==> src/rtl/smvp_pkg.sv <==
// ----------------------------------------------------------------------------
// smvp_pkg
// Shared codes and controller/datapath interface types of the sparse
// matrix-vector product unit.
// ----------------------------------------------------------------------------
package smvp_pkg;

    localparam int KIND_W    = 3;
    localparam int SLOT_W    = 12;
    localparam int VALUE_W   = 32;
    localparam int COL_W     = 10;
    localparam int PTR_W     = 12;
    localparam int ACC_W     = 48;
    localparam int ROWCNT_W  = 11;
    localparam int ENTCNT_W  = 13;
    localparam int MODE_W    = 2;
    localparam int CFG_IDX_W = 2;
    localparam int CFG_DAT_W = 13;
    localparam int ROW_AW    = 17;
    localparam int ENT_AW    = 13;

    localparam logic [KIND_W-1:0] KIND_LOAD_ENTRY = 3'd0;
    localparam logic [KIND_W-1:0] KIND_LOAD_PTR   = 3'd1;
    localparam logic [KIND_W-1:0] KIND_LOAD_X     = 3'd2;
    localparam logic [KIND_W-1:0] KIND_COMPUTE    = 3'd3;
    localparam logic [KIND_W-1:0] KIND_READ_Y     = 3'd4;

    localparam logic [MODE_W-1:0] MODE_DIAG = 2'd0;
    localparam logic [MODE_W-1:0] MODE_SYM  = 2'd1;
    localparam logic [MODE_W-1:0] MODE_GEN  = 2'd2;

    localparam logic [CFG_IDX_W-1:0] CFG_MODE    = 2'd0;
    localparam logic [CFG_IDX_W-1:0] CFG_ROWS    = 2'd1;
    localparam logic [CFG_IDX_W-1:0] CFG_ENTRIES = 2'd2;

    localparam logic RES_STATUS = 1'b0;
    localparam logic RES_READ   = 1'b1;

    typedef enum logic [1:0] {
        B_X,
        B_XCOL,
        B_XI
    } t_bsel;

    typedef struct packed {
        logic              ent_we;
        logic              ptr_we;
        logic              x_we;
        logic              ent_re;
        logic [ENT_AW-1:0] ent_raddr;
        logic              ptr_re;
        logic [ROW_AW-1:0] ptr_raddr;
        logic              x_re;
        logic [ROW_AW-1:0] x_raddr;
        logic              y_re;
        logic [ROW_AW-1:0] y_raddr;
        logic              y_we;
        logic              y_clr;
        logic [ROW_AW-1:0] y_waddr;
        logic              lat_a;
        logic              lat_b;
        t_bsel             b_sel;
        logic              lat_xi;
        logic              mul;
        logic              prod;
        logic              err_clr;
        logic              err_set;
        logic [COL_W-1:0]  err_row;
        logic              slot_lat;
        logic              out_load;
        logic              out_kind;
    } t_cmd;

    typedef struct packed {
        logic [COL_W-1:0] q_col;
        logic [COL_W-1:0] r_col;
        logic             col_ok;
        logic [PTR_W-1:0] ptr_q;
    } t_sts;

endpackage

==> src/rtl/smvp_ctrl.sv <==
// ----------------------------------------------------------------------------
// smvp_ctrl
// Controller: configuration registers, command decode and the sequencer
// that walks rows and entries during a compute.
// ----------------------------------------------------------------------------
module smvp_ctrl #(
    parameter int MAX_ROWS    = 1024,
    parameter int MAX_ENTRIES = 4096
) (
    input  logic                               i_clk,
    input  logic                               i_rst_n,
    input  logic                               i_acc,
    input  logic [smvp_pkg::KIND_W-1:0]        i_kind,
    input  logic [smvp_pkg::SLOT_W-1:0]        i_slot,
    input  logic                               i_cfg_valid,
    input  logic [smvp_pkg::CFG_IDX_W-1:0]     i_cfg_index,
    input  logic [smvp_pkg::CFG_DAT_W-1:0]     i_cfg_data,
    input  logic                               i_m_tready,
    output logic                               o_s_tready,
    output logic                               o_m_tvalid,
    output smvp_pkg::t_cmd                     o_cmd,
    input  smvp_pkg::t_sts                     i_sts
);
    import smvp_pkg::*;

    localparam int RW = $clog2(MAX_ROWS);

    typedef enum logic [4:0] {
        S_IDLE, S_CLR, S_START, S_D_CHK, S_D_NX,
        S_SR_R1, S_SR_P0, S_SR_P1, S_SR_X, S_SR_XL, S_SR_LOOP, S_SR_MIR,
        S_SR_NX, S_SR_DG, S_SR_DC, S_SR_NROW,
        S_G_P0, S_G_P1, S_G_P2, S_G_LOOP, S_G_NX, S_G_NROW,
        S_E_LAT, S_X_LAT, S_LAT_AX, S_MUL, S_PROD, S_WR, S_RES
    } t_state;

    t_state r_state, n_state, r_ret, n_ret;
    logic [MODE_W-1:0]   r_mode;
    logic [ROWCNT_W-1:0] r_rows;
    logic [ENTCNT_W-1:0] r_ents;
    logic [ROWCNT_W-1:0] r_i, n_i;
    logic [ENTCNT_W-1:0] r_j, n_j, r_end, n_end;
    logic [ROWCNT_W-1:0] r_t, n_t;
    logic [RW-1:0]       r_c, n_c;
    logic                r_rd, n_rd;
    logic                r_ovalid, n_ovalid;
    logic                r_init, n_init;
    logic [ROWCNT_W-1:0] w_n;
    logic [ENTCNT_W-1:0] w_e;
    logic [ROWCNT_W-1:0] w_i1;
    t_cmd                w_cmd;

    assign w_n  = (32'(r_rows) > MAX_ROWS) ? ROWCNT_W'(MAX_ROWS) : r_rows;
    assign w_e  = (32'(r_ents) > MAX_ENTRIES) ? ENTCNT_W'(MAX_ENTRIES) : r_ents;
    assign w_i1 = r_i + ROWCNT_W'(1);

    always_comb begin
        n_state  = r_state;
        n_ret    = r_ret;
        n_i      = r_i;
        n_j      = r_j;
        n_end    = r_end;
        n_t      = r_t;
        n_c      = r_c;
        n_rd     = r_rd;
        n_init   = r_init;
        n_ovalid = r_ovalid && !i_m_tready;
        w_cmd    = '0;
        w_cmd.b_sel = B_X;

        unique case (r_state)
            S_IDLE: begin
                if (i_acc) begin
                    case (i_kind)
                        KIND_LOAD_ENTRY: w_cmd.ent_we = 32'(i_slot) < MAX_ENTRIES;
                        KIND_LOAD_PTR:   w_cmd.ptr_we = 32'(i_slot) < MAX_ROWS;
                        KIND_LOAD_X:     w_cmd.x_we   = 32'(i_slot) < MAX_ROWS;
                        KIND_COMPUTE: begin
                            w_cmd.err_clr = 1'b1;
                            n_c           = '0;
                            n_state       = S_CLR;
                        end
                        KIND_READ_Y: begin
                            w_cmd.slot_lat = 1'b1;
                            w_cmd.y_re     = 1'b1;
                            w_cmd.y_raddr  = ROW_AW'(i_slot);
                            n_rd           = RES_READ;
                            n_state        = S_RES;
                        end
                        default: ;
                    endcase
                end
            end
            S_CLR: begin
                w_cmd.y_we    = 1'b1;
                w_cmd.y_clr   = 1'b1;
                w_cmd.y_waddr = ROW_AW'(r_c);
                if (r_c == RW'(MAX_ROWS - 1)) begin
                    n_init  = 1'b0;
                    n_state = r_init ? S_IDLE : S_START;
                end else begin
                    n_c = r_c + RW'(1);
                end
            end
            S_START: begin
                n_rd = RES_STATUS;
                n_i  = '0;
                if (w_n == '0) begin
                    n_state = S_RES;
                end else begin
                    case (r_mode)
                        MODE_DIAG: n_state = S_D_CHK;
                        MODE_SYM: begin
                            if (w_e != '0) begin
                                w_cmd.ent_re = 1'b1;
                                w_cmd.x_re   = 1'b1;
                                n_t          = '0;
                                n_ret        = S_SR_R1;
                                n_state      = S_LAT_AX;
                            end else begin
                                n_state = S_SR_R1;
                            end
                        end
                        MODE_GEN: n_state = S_G_P0;
                        default:  n_state = S_RES;
                    endcase
                end
            end
            S_D_CHK: begin
                if (ENTCNT_W'(r_i) < w_e) begin
                    w_cmd.ent_re    = 1'b1;
                    w_cmd.ent_raddr = ENT_AW'(r_i);
                    w_cmd.x_re      = 1'b1;
                    w_cmd.x_raddr   = ROW_AW'(r_i);
                    n_t             = r_i;
                    n_ret           = S_D_NX;
                    n_state         = S_LAT_AX;
                end else begin
                    n_state = S_RES;
                end
            end
            S_D_NX: begin
                if (w_i1 == w_n) begin
                    n_state = S_RES;
                end else begin
                    n_i     = w_i1;
                    n_state = S_D_CHK;
                end
            end
            S_SR_R1: begin
                n_i     = ROWCNT_W'(1);
                n_state = (w_n == ROWCNT_W'(1)) ? S_RES : S_SR_P0;
            end
            S_SR_P0: begin
                w_cmd.ptr_re    = 1'b1;
                w_cmd.ptr_raddr = ROW_AW'(r_i - ROWCNT_W'(1));
                n_state         = S_SR_P1;
            end
            S_SR_P1: begin
                n_j             = ENTCNT_W'(i_sts.ptr_q) + ENTCNT_W'(1);
                w_cmd.ptr_re    = 1'b1;
                w_cmd.ptr_raddr = ROW_AW'(r_i);
                n_state         = S_SR_X;
            end
            S_SR_X: begin
                n_end         = ENTCNT_W'(i_sts.ptr_q);
                w_cmd.x_re    = 1'b1;
                w_cmd.x_raddr = ROW_AW'(r_i);
                n_state       = S_SR_XL;
            end
            S_SR_XL: begin
                w_cmd.lat_xi = 1'b1;
                n_state      = S_SR_LOOP;
            end
            S_SR_LOOP: begin
                if (r_j < r_end && r_j < w_e) begin
                    w_cmd.ent_re    = 1'b1;
                    w_cmd.ent_raddr = ENT_AW'(r_j);
                    n_t             = r_i;
                    n_ret           = S_SR_MIR;
                    n_state         = S_E_LAT;
                end else begin
                    n_state = S_SR_DG;
                end
            end
            S_SR_MIR: begin
                if (i_sts.col_ok) begin
                    w_cmd.lat_b = 1'b1;
                    w_cmd.b_sel = B_XI;
                    n_t         = ROWCNT_W'(i_sts.r_col);
                    n_ret       = S_SR_NX;
                    n_state     = S_MUL;
                end else begin
                    n_state = S_SR_NX;
                end
            end
            S_SR_NX: begin
                n_j     = r_j + ENTCNT_W'(1);
                n_state = S_SR_LOOP;
            end
            S_SR_DG: begin
                if (r_end < w_e) begin
                    w_cmd.ent_re    = 1'b1;
                    w_cmd.ent_raddr = ENT_AW'(r_end);
                    n_state         = S_SR_DC;
                end else begin
                    w_cmd.err_set = 1'b1;
                    w_cmd.err_row = r_i[COL_W-1:0];
                    n_state       = S_SR_NROW;
                end
            end
            S_SR_DC: begin
                if (ROWCNT_W'(i_sts.q_col) == r_i) begin
                    w_cmd.lat_a = 1'b1;
                    w_cmd.lat_b = 1'b1;
                    w_cmd.b_sel = B_XI;
                    n_t         = r_i;
                    n_ret       = S_SR_NROW;
                    n_state     = S_MUL;
                end else begin
                    w_cmd.err_set = 1'b1;
                    w_cmd.err_row = r_i[COL_W-1:0];
                    n_state       = S_SR_NROW;
                end
            end
            S_SR_NROW: begin
                if (w_i1 == w_n) begin
                    n_state = S_RES;
                end else begin
                    n_i     = w_i1;
                    n_state = S_SR_P0;
                end
            end
            S_G_P0: begin
                w_cmd.ptr_re    = 1'b1;
                w_cmd.ptr_raddr = ROW_AW'(r_i);
                n_state         = S_G_P1;
            end
            S_G_P1: begin
                n_j = ENTCNT_W'(i_sts.ptr_q);
                if (w_i1 < w_n) begin
                    w_cmd.ptr_re    = 1'b1;
                    w_cmd.ptr_raddr = ROW_AW'(w_i1);
                    n_state         = S_G_P2;
                end else begin
                    n_end   = w_e;
                    n_state = S_G_LOOP;
                end
            end
            S_G_P2: begin
                n_end   = (ENTCNT_W'(i_sts.ptr_q) > w_e) ? w_e : ENTCNT_W'(i_sts.ptr_q);
                n_state = S_G_LOOP;
            end
            S_G_LOOP: begin
                if (r_j < r_end) begin
                    w_cmd.ent_re    = 1'b1;
                    w_cmd.ent_raddr = ENT_AW'(r_j);
                    n_t             = r_i;
                    n_ret           = S_G_NX;
                    n_state         = S_E_LAT;
                end else begin
                    n_state = S_G_NROW;
                end
            end
            S_G_NX: begin
                n_j     = r_j + ENTCNT_W'(1);
                n_state = S_G_LOOP;
            end
            S_G_NROW: begin
                if (w_i1 == w_n) begin
                    n_state = S_RES;
                end else begin
                    n_i     = w_i1;
                    n_state = S_G_P0;
                end
            end
            S_E_LAT: begin
                w_cmd.lat_a   = 1'b1;
                w_cmd.x_re    = 1'b1;
                w_cmd.x_raddr = ROW_AW'(i_sts.q_col);
                n_state       = S_X_LAT;
            end
            S_X_LAT: begin
                w_cmd.lat_b = 1'b1;
                w_cmd.b_sel = B_XCOL;
                n_state     = S_MUL;
            end
            S_LAT_AX: begin
                w_cmd.lat_a = 1'b1;
                w_cmd.lat_b = 1'b1;
                w_cmd.b_sel = B_X;
                n_state     = S_MUL;
            end
            S_MUL: begin
                w_cmd.mul     = 1'b1;
                w_cmd.y_re    = 1'b1;
                w_cmd.y_raddr = ROW_AW'(r_t);
                n_state       = S_PROD;
            end
            S_PROD: begin
                w_cmd.prod = 1'b1;
                n_state    = S_WR;
            end
            S_WR: begin
                w_cmd.y_we    = 1'b1;
                w_cmd.y_waddr = ROW_AW'(r_t);
                n_state       = r_ret;
            end
            S_RES: begin
                if (!r_ovalid || i_m_tready) begin
                    w_cmd.out_load = 1'b1;
                    w_cmd.out_kind = r_rd;
                    n_ovalid       = 1'b1;
                    n_state        = S_IDLE;
                end
            end
            default: n_state = S_IDLE;
        endcase
    end

    always_ff @(posedge i_clk) begin
        if (!i_rst_n) begin
            r_state  <= S_CLR;
            r_ret    <= S_IDLE;
            r_mode   <= MODE_SYM;
            r_rows   <= ROWCNT_W'(1024);
            r_ents   <= ENTCNT_W'(4096);
            r_i      <= '0;
            r_j      <= '0;
            r_end    <= '0;
            r_t      <= '0;
            r_c      <= '0;
            r_rd     <= RES_STATUS;
            r_ovalid <= 1'b0;
            r_init   <= 1'b1;
        end else begin
            r_state  <= n_state;
            r_ret    <= n_ret;
            r_i      <= n_i;
            r_j      <= n_j;
            r_end    <= n_end;
            r_t      <= n_t;
            r_c      <= n_c;
            r_rd     <= n_rd;
            r_ovalid <= n_ovalid;
            r_init   <= n_init;
            if (i_cfg_valid) begin
                unique case (i_cfg_index)
                    CFG_MODE:    r_mode <= i_cfg_data[MODE_W-1:0];
                    CFG_ROWS:    r_rows <= i_cfg_data[ROWCNT_W-1:0];
                    CFG_ENTRIES: r_ents <= i_cfg_data[ENTCNT_W-1:0];
                    default: ;
                endcase
            end
        end
    end

    assign o_s_tready = (r_state == S_IDLE);
    assign o_m_tvalid = r_ovalid;
    assign o_cmd      = w_cmd;

endmodule

==> config.mk <==
export PLATFORM = sky130hd
export DESIGN_NAME = smvp_ctrl
export DESIGN_NICKNAME = d
export VERILOG_FILES = /design/src/rtl/smvp_pkg.sv /design/src/rtl/smvp_ctrl.sv
export SDC_FILE = /design/constraint.sdc
export NUM_CORES = 1
export LEC_CHECK = 0
export BUFFER_PORTS_ARGS = -buffer_cell sky130_fd_sc_hd__buf_2
export CAP_MARGIN = 20
export CORE_MARGIN = 2
export CORE_UTILIZATION = 30
export CTS_BUF_LIST = sky130_fd_sc_hd__clkbuf_4 sky130_fd_sc_hd__clkbuf_8
export CTS_CLUSTER_DIAMETER = 120
export DETAILED_ROUTE_END_ITERATION = 10
export HOLD_SLACK_MARGIN = 0.1
export PLACE_DENSITY = 0.52
export RECOVER_POWER = 100
export SLEW_MARGIN = 20
export SYNTH_ARGS = -nofsm -noshare
export SYNTH_HDL_FRONTEND = slang
export SYNTH_SLANG_ARGS = --single-unit
==> constraint.sdc <==
create_clock -name i_clk -period 4.7 [get_ports i_clk]
set_clock_uncertainty 0.1 [all_clocks]
set_input_delay 0.705 -clock i_clk [delete_from_list [all_inputs] [get_ports i_clk]]
set_output_delay 0.705 -clock i_clk [all_outputs]
set_load 0.02 [all_outputs]
Word-level counts from Yosys, hierarchy flattened
Index checks and enable logic that the tools add are counted.

word-level totals
  word-level logic and storage cells = 218
  output and inout port bits = 114
  bits of input ports = 68
  flip-flop bits (word level) = 97

operators by class
  reduce and logical (&&, ||, !) cells = 36
  multiplexer cells = 98
  add/sub/neg operators = 5
  $lt $le $gt $ge = 9
  eq/ne operators = 57

operator list
  kind                                           number
  two-way mux 11 bit                             12
  one-hot mux 5 bit (26 select lines)            1
  two-way mux 5 bit                              19
  one-hot mux 13 bit (3 select lines)            2
  two-way mux 18 bit                             4
  one-hot mux 11 bit (6 select lines)            1
  == test 5 bit, second input constant           13
  two-way mux 14 bit                             4
  one-hot mux 18 bit (3 select lines)            1
  one-hot mux 13 bit (4 select lines)            1
  one-hot mux 17 bit (3 select lines)            1
  one-hot mux 11 bit (2 select lines)            2
  == test 5 x 4 -> 1 bit, second input constant  8
  < comparator 13 bit                            3
  two-way mux 13 bit                             3
  one-hot mux 18 bit (2 select lines)            1
  one-hot mux 11 bit (3 select lines)            1
  two-way mux 10 bit                             3
  one-hot mux 5 bit (6 select lines)             1
  != test 2 bit, second input constant           13
  two-way mux 1 bit                              23
  == test 5 x 3 -> 1 bit, second input constant  4
  one-hot mux 10 bit (2 select lines)            1
  OR reduction 2 bit                             8
  other kinds (49)                               75

Longest topological paths before layout
  depth in word-level cells = 7
  gate-level depth with buffers = 17
  gate-level depth less buffers = 14

Worst setup path before layout
Ideal clock, no wire load.

  path type = reg2out
  start = register r_i[0]
  end = output port o_cmd[79] (netlist name)
  stages on the path, launching flop included = 15
  setup slack = 494 ps
  data arrival time = 3401 ps
  cell sequence = dfxtp_1 clkbuf_1 inv_1 nor3_1 nand3_1 nor2_1 xor2_1 ha_1 o21ai_0 o21bai_1 o22ai_1 and2_1 clkbuf_1 a22oi_1 o21ai_0

RTL lines
  item                      RTL line          text
  start: declaration        smvp_ctrl.sv:40   logic [ROWCNT_W-1:0] r_i, n_i;
  start signal: assignment  smvp_ctrl.sv:338  r_i <= n_i;
  end: declaration          smvp_ctrl.sv:21   output smvp_pkg::t_cmd o_cmd,

==> impl_metrics.csv <==
group,metric,value,unit
outcome,outcome,"finished clean",
critical_path,worstSetupStartpointType,"register",
critical_path,critical-path-top-cell-by-count,"sky130_fd_sc_hd__nand3_1",
cells_and_area,final_layout_size_suffix_gt1_share,18.9,%
synth,flops_latches_synth,97,
cells_and_area,area_growth,16.7,%
pwr,finalPower,0.00165,W
sta,fin_crit,4600,ps
critical_path,crit_slowest_cell,"sky130_fd_sc_hd__nor4_1",
sta,fin_setup_tns,0,ps
synth,synth_area_leader_cell,"sky130_fd_sc_hd__dfxtp_1",
critical_path,slowest_delay,470,ps
synth,synth.yosys.seq_area_share,22.3,%
synth,yosys.area_share.xor_xnor,3.32,%
sta,grt_setup_unrepaired,"yes",
place,gp_congestion,0.974,
critical_path,timing.critical_path.cells,"nor4_2 > nand3_1 > o21ai_0 > nand2_1 > ha_1 > nand3_1 > nand4_1 > a31oi_1 > nor4_1 > buf_4 > nor3_1 > a21oi_1 > buf_4 > nand3_1 > buf_2",
grt,gr-usage-met3,2.78,%
synth,dominantRegCellSynth,"sky130_fd_sc_hd__dfxtp_1",
synth,largest_family_of_logic_cells_by_synthesized_area,"compound AO/OA/AOI/OAI gates",
cts,cts_bufs_inserted,9,
synth,netlist_area,8710,um^2
sta,finalWorstSetupSlack,96.3,ps
floorplanning,io-pin-count,182,
cells_and_area,antenna_cells,0,
synth,postSynthCellCount,1179,
pwr,switching_share,30.2,%
sta,max-slew-margin-rel,0.928,%
flow_run,max-cap-violations,0,
drt,wl_per_cell,20.7,um
cts,cts_hold_buffers,0,
sta,transition_at_the_pin_with_the_smallest_max_transition_slack,1490,ps
cts,worst_skew_pair.late_latency,410,ps
sta,finalCritPeriodShare,98.0,%
pwr,power.density_cell_area,163,nW/um^2
synth,synthTopCellsByArea,"sky130_fd_sc_hd__dfxtp_1, sky130_fd_sc_hd__ha_1, sky130_fd_sc_hd__nand2_1",
floorplanning,die_h,174,um
critical_path,worstSetupPathDepth,15,
synth,synth.distinct_cells,77,
synth,synthArstFlopShare,0,%
critical_path,crit_required,3890,ps
cells_and_area,nNetsFinal,1459,
synth,synth.top_cells.by_count,"sky130_fd_sc_hd__nand2_1, sky130_fd_sc_hd__dfxtp_1, sky130_fd_sc_hd__a21oi_1",
floorplanning,num_rows,62,
critical_path,worst-endpoint-arrival,3800,ps
drt,drt_first_iter_violations,1039,
grt,met2_track_utilization_from_global_routing,37.0,%
drt,route.final.wire_length,35300,um
min_path,hold_path_class,"reg -> reg",
critical_path,setup.worst_path.end_class,"primary output",
sta,finalSetupViolCount,0,
floorplanning,design.die.area,30400,um^2
cts,cts_htree_levels,3,
pwr,power_frac_clock,37.4,%
drt,route.detailed.drc,0,
pwr,ir_worst_vdd,0.120,mV
cts,clkTransAtPathRegs,110,ps
synth,yosysTopAreaCellShare,22.3,%
sta,report.final.hold_viol_count,0,
pwr,static_power_due_to_leakage,4.19,nW
synth,synth_simple_gate_area_share,23.9,%
cts,cts_tree,"yes",
drt,route.vias.total,9760,
synth,syn_area_per_cell,7.39,um^2
cts,clock_root_cell,"sky130_fd_sc_hd__clkbuf_8",
critical_path,timing.critical_path.buf_inv,3,
grt,grt_max_degree,33,
cts,clock_sink_count,97,
floorplanning,core,28600,um^2
pwr,switchingPower,0.000500,W
min_path,holdPathStages,2,
floorplanning,start_util,30.4,%
grt,grt.overflow.total,0,
synth,synth_edf_count,0,
place,detailed_place_hpwl,27500,um
place,placement.setup.worst_slack,395,ps
pwr,part_of_the_power_in_registers,51.1,%
grt,globalRouteMet1Util,29.7,%
drt,post_drt_via_cell_ratio,5.72,
grt,wire_length_of_the_first_global_routing_pass,53600,um
synth,synth.most_common_cell,"sky130_fd_sc_hd__nand2_1",
place,port_buffers,164,
pwr,comb_power_share,11.4,%
pwr,cell_internal_pwr,0.00115,W
synth,ys.warnings.count,0,
drt,drt_first_pass_iters,6,
critical_path,r2r_cells,13,
cells_and_area,fin_util,35.5,%
critical_path,setup.worst_path.class,"reg -> out",
floorplanning,die_w,174,um
drt,ant_nets,0,
critical_path,timing.critical_path.max_delay_family,"simple AND/OR/NAND/NOR gates",
critical_path,critPathMaxFanout,5,
synth,adder_cell_fraction_of_synth_area,10.5,%
cts,cts-root-to-sink-buffers,2,
sta,timing.final.max_slew_violations,0,
synth,synth-compound-area-share,29.4,%
grt,via_count_of_the_first_global_routing_pass,9044,
grt,antenna_violations_before_repair,0,
sta,clock.fmax,0.217,GHz
synth,synth.mux.area_fraction,2.64,%
grt,busiest_layer,"met2",
grt,gr-usage-all-layers,22.7,%
## layer usage
layer | wire length (um) | up-vias
li1 | - | 4629
met1 | 15400 | 4629
met2 | 16300 | 418
met3 | 2040 | 84
met4 | 1610 | 0
met5 | 0 | -
## sequential cells by signal (all words and copies together) (netlist names), 2 cells and up
signal   cells
r_c         10
r_end       13
r_ents      13
r_i         11
r_j         13
r_mode       2
r_ret        5
r_rows      11
r_state      5
r_t         11
## power groups by stage
stage	clock (W)	sequential (W)	combinational, W
finish	0.000619	0.000845	0.000189
global route	0.000659	0.000847	0.000206
CTS	0.000627	0.000844	0.000184
detailed placement	0	0.000863	0.000184
global placement	0	0.000862	0.000183
floorplan	0	0.000857	0.000116
## final timing paths
path | from | to | slack (ps)
worst min-delay path | r_init | r_init | 350
worst min register to register | r_init | r_init | 350
worst max-delay path | r_ents[3] | o_cmd[108] | 100
worst max register to register | r_i[0] | r_end[1] | 640
## worst min-delay path, cell delays in order, from the launching register on
cell and delay, ps:
sky130_fd_sc_hd__dfxtp_1 330, sky130_fd_sc_hd__nand2_1 50, sky130_fd_sc_hd__nand2_1 40
## repair_timing
item,4_1_cts,5_1_grt
cloned,0,0
setup endpoints to repair,13,39
buffers inserted,0,4
endpoints found under the hold margin,0,0
gates resized for setup,2,7
## cells by family after synthesis
group                    after synthesis
buffers and inverters                150
multiplexers                          23
AND/OR/NAND/NOR                      432
XOR/XNOR                              33
other                                  1
adder cells (fa/ha/maj)               73
AO/OA/AOI/OAI                        370
flip-flops                            97
## final cells by class
cell class / instances / area (um^2)
Clock buffer: 10 / 131
Clock inverter: 5 / 62.6
Fill cell: 3042 / 18500
Inverter: 49 / 188
Multi-Input combinational cell: 948 / 6190
Sequential cell: 97 / 1940
Tap cell: 384 / 480
Timing Repair Buffer: 213 / 1170
## cell usage in the layout, fill, tap and decap left out, types with 23 or more instances in the layout
cell type and instances:
sky130_fd_sc_hd__dfxtp_1 96, sky130_fd_sc_hd__mux2i_1 23, sky130_fd_sc_hd__o21ai_0 62, sky130_fd_sc_hd__inv_1 48, sky130_fd_sc_hd__ha_1 73, sky130_fd_sc_hd__nand2_1 130, sky130_fd_sc_hd__nor3_1 52, sky130_fd_sc_hd__buf_2 158
sky130_fd_sc_hd__nand3_1 41, sky130_fd_sc_hd__a22o_1 31, sky130_fd_sc_hd__nor2_1 90, sky130_fd_sc_hd__buf_4 47, sky130_fd_sc_hd__a21oi_1 93
## metrics by stage
stage / hold WS [ps] / area, um^2 / std cells
after floorplan: 317 / 8770 / 1195
after CTS: 358 / 10100 / 1702
after detailed placement: 340 / 9910 / 1687
final: 355 / 10200 / 1706
after global routing: 393 / 10200 / 1706
after global placement: 335 / 9910 / 1687
(Power assumes the default switching activity.)
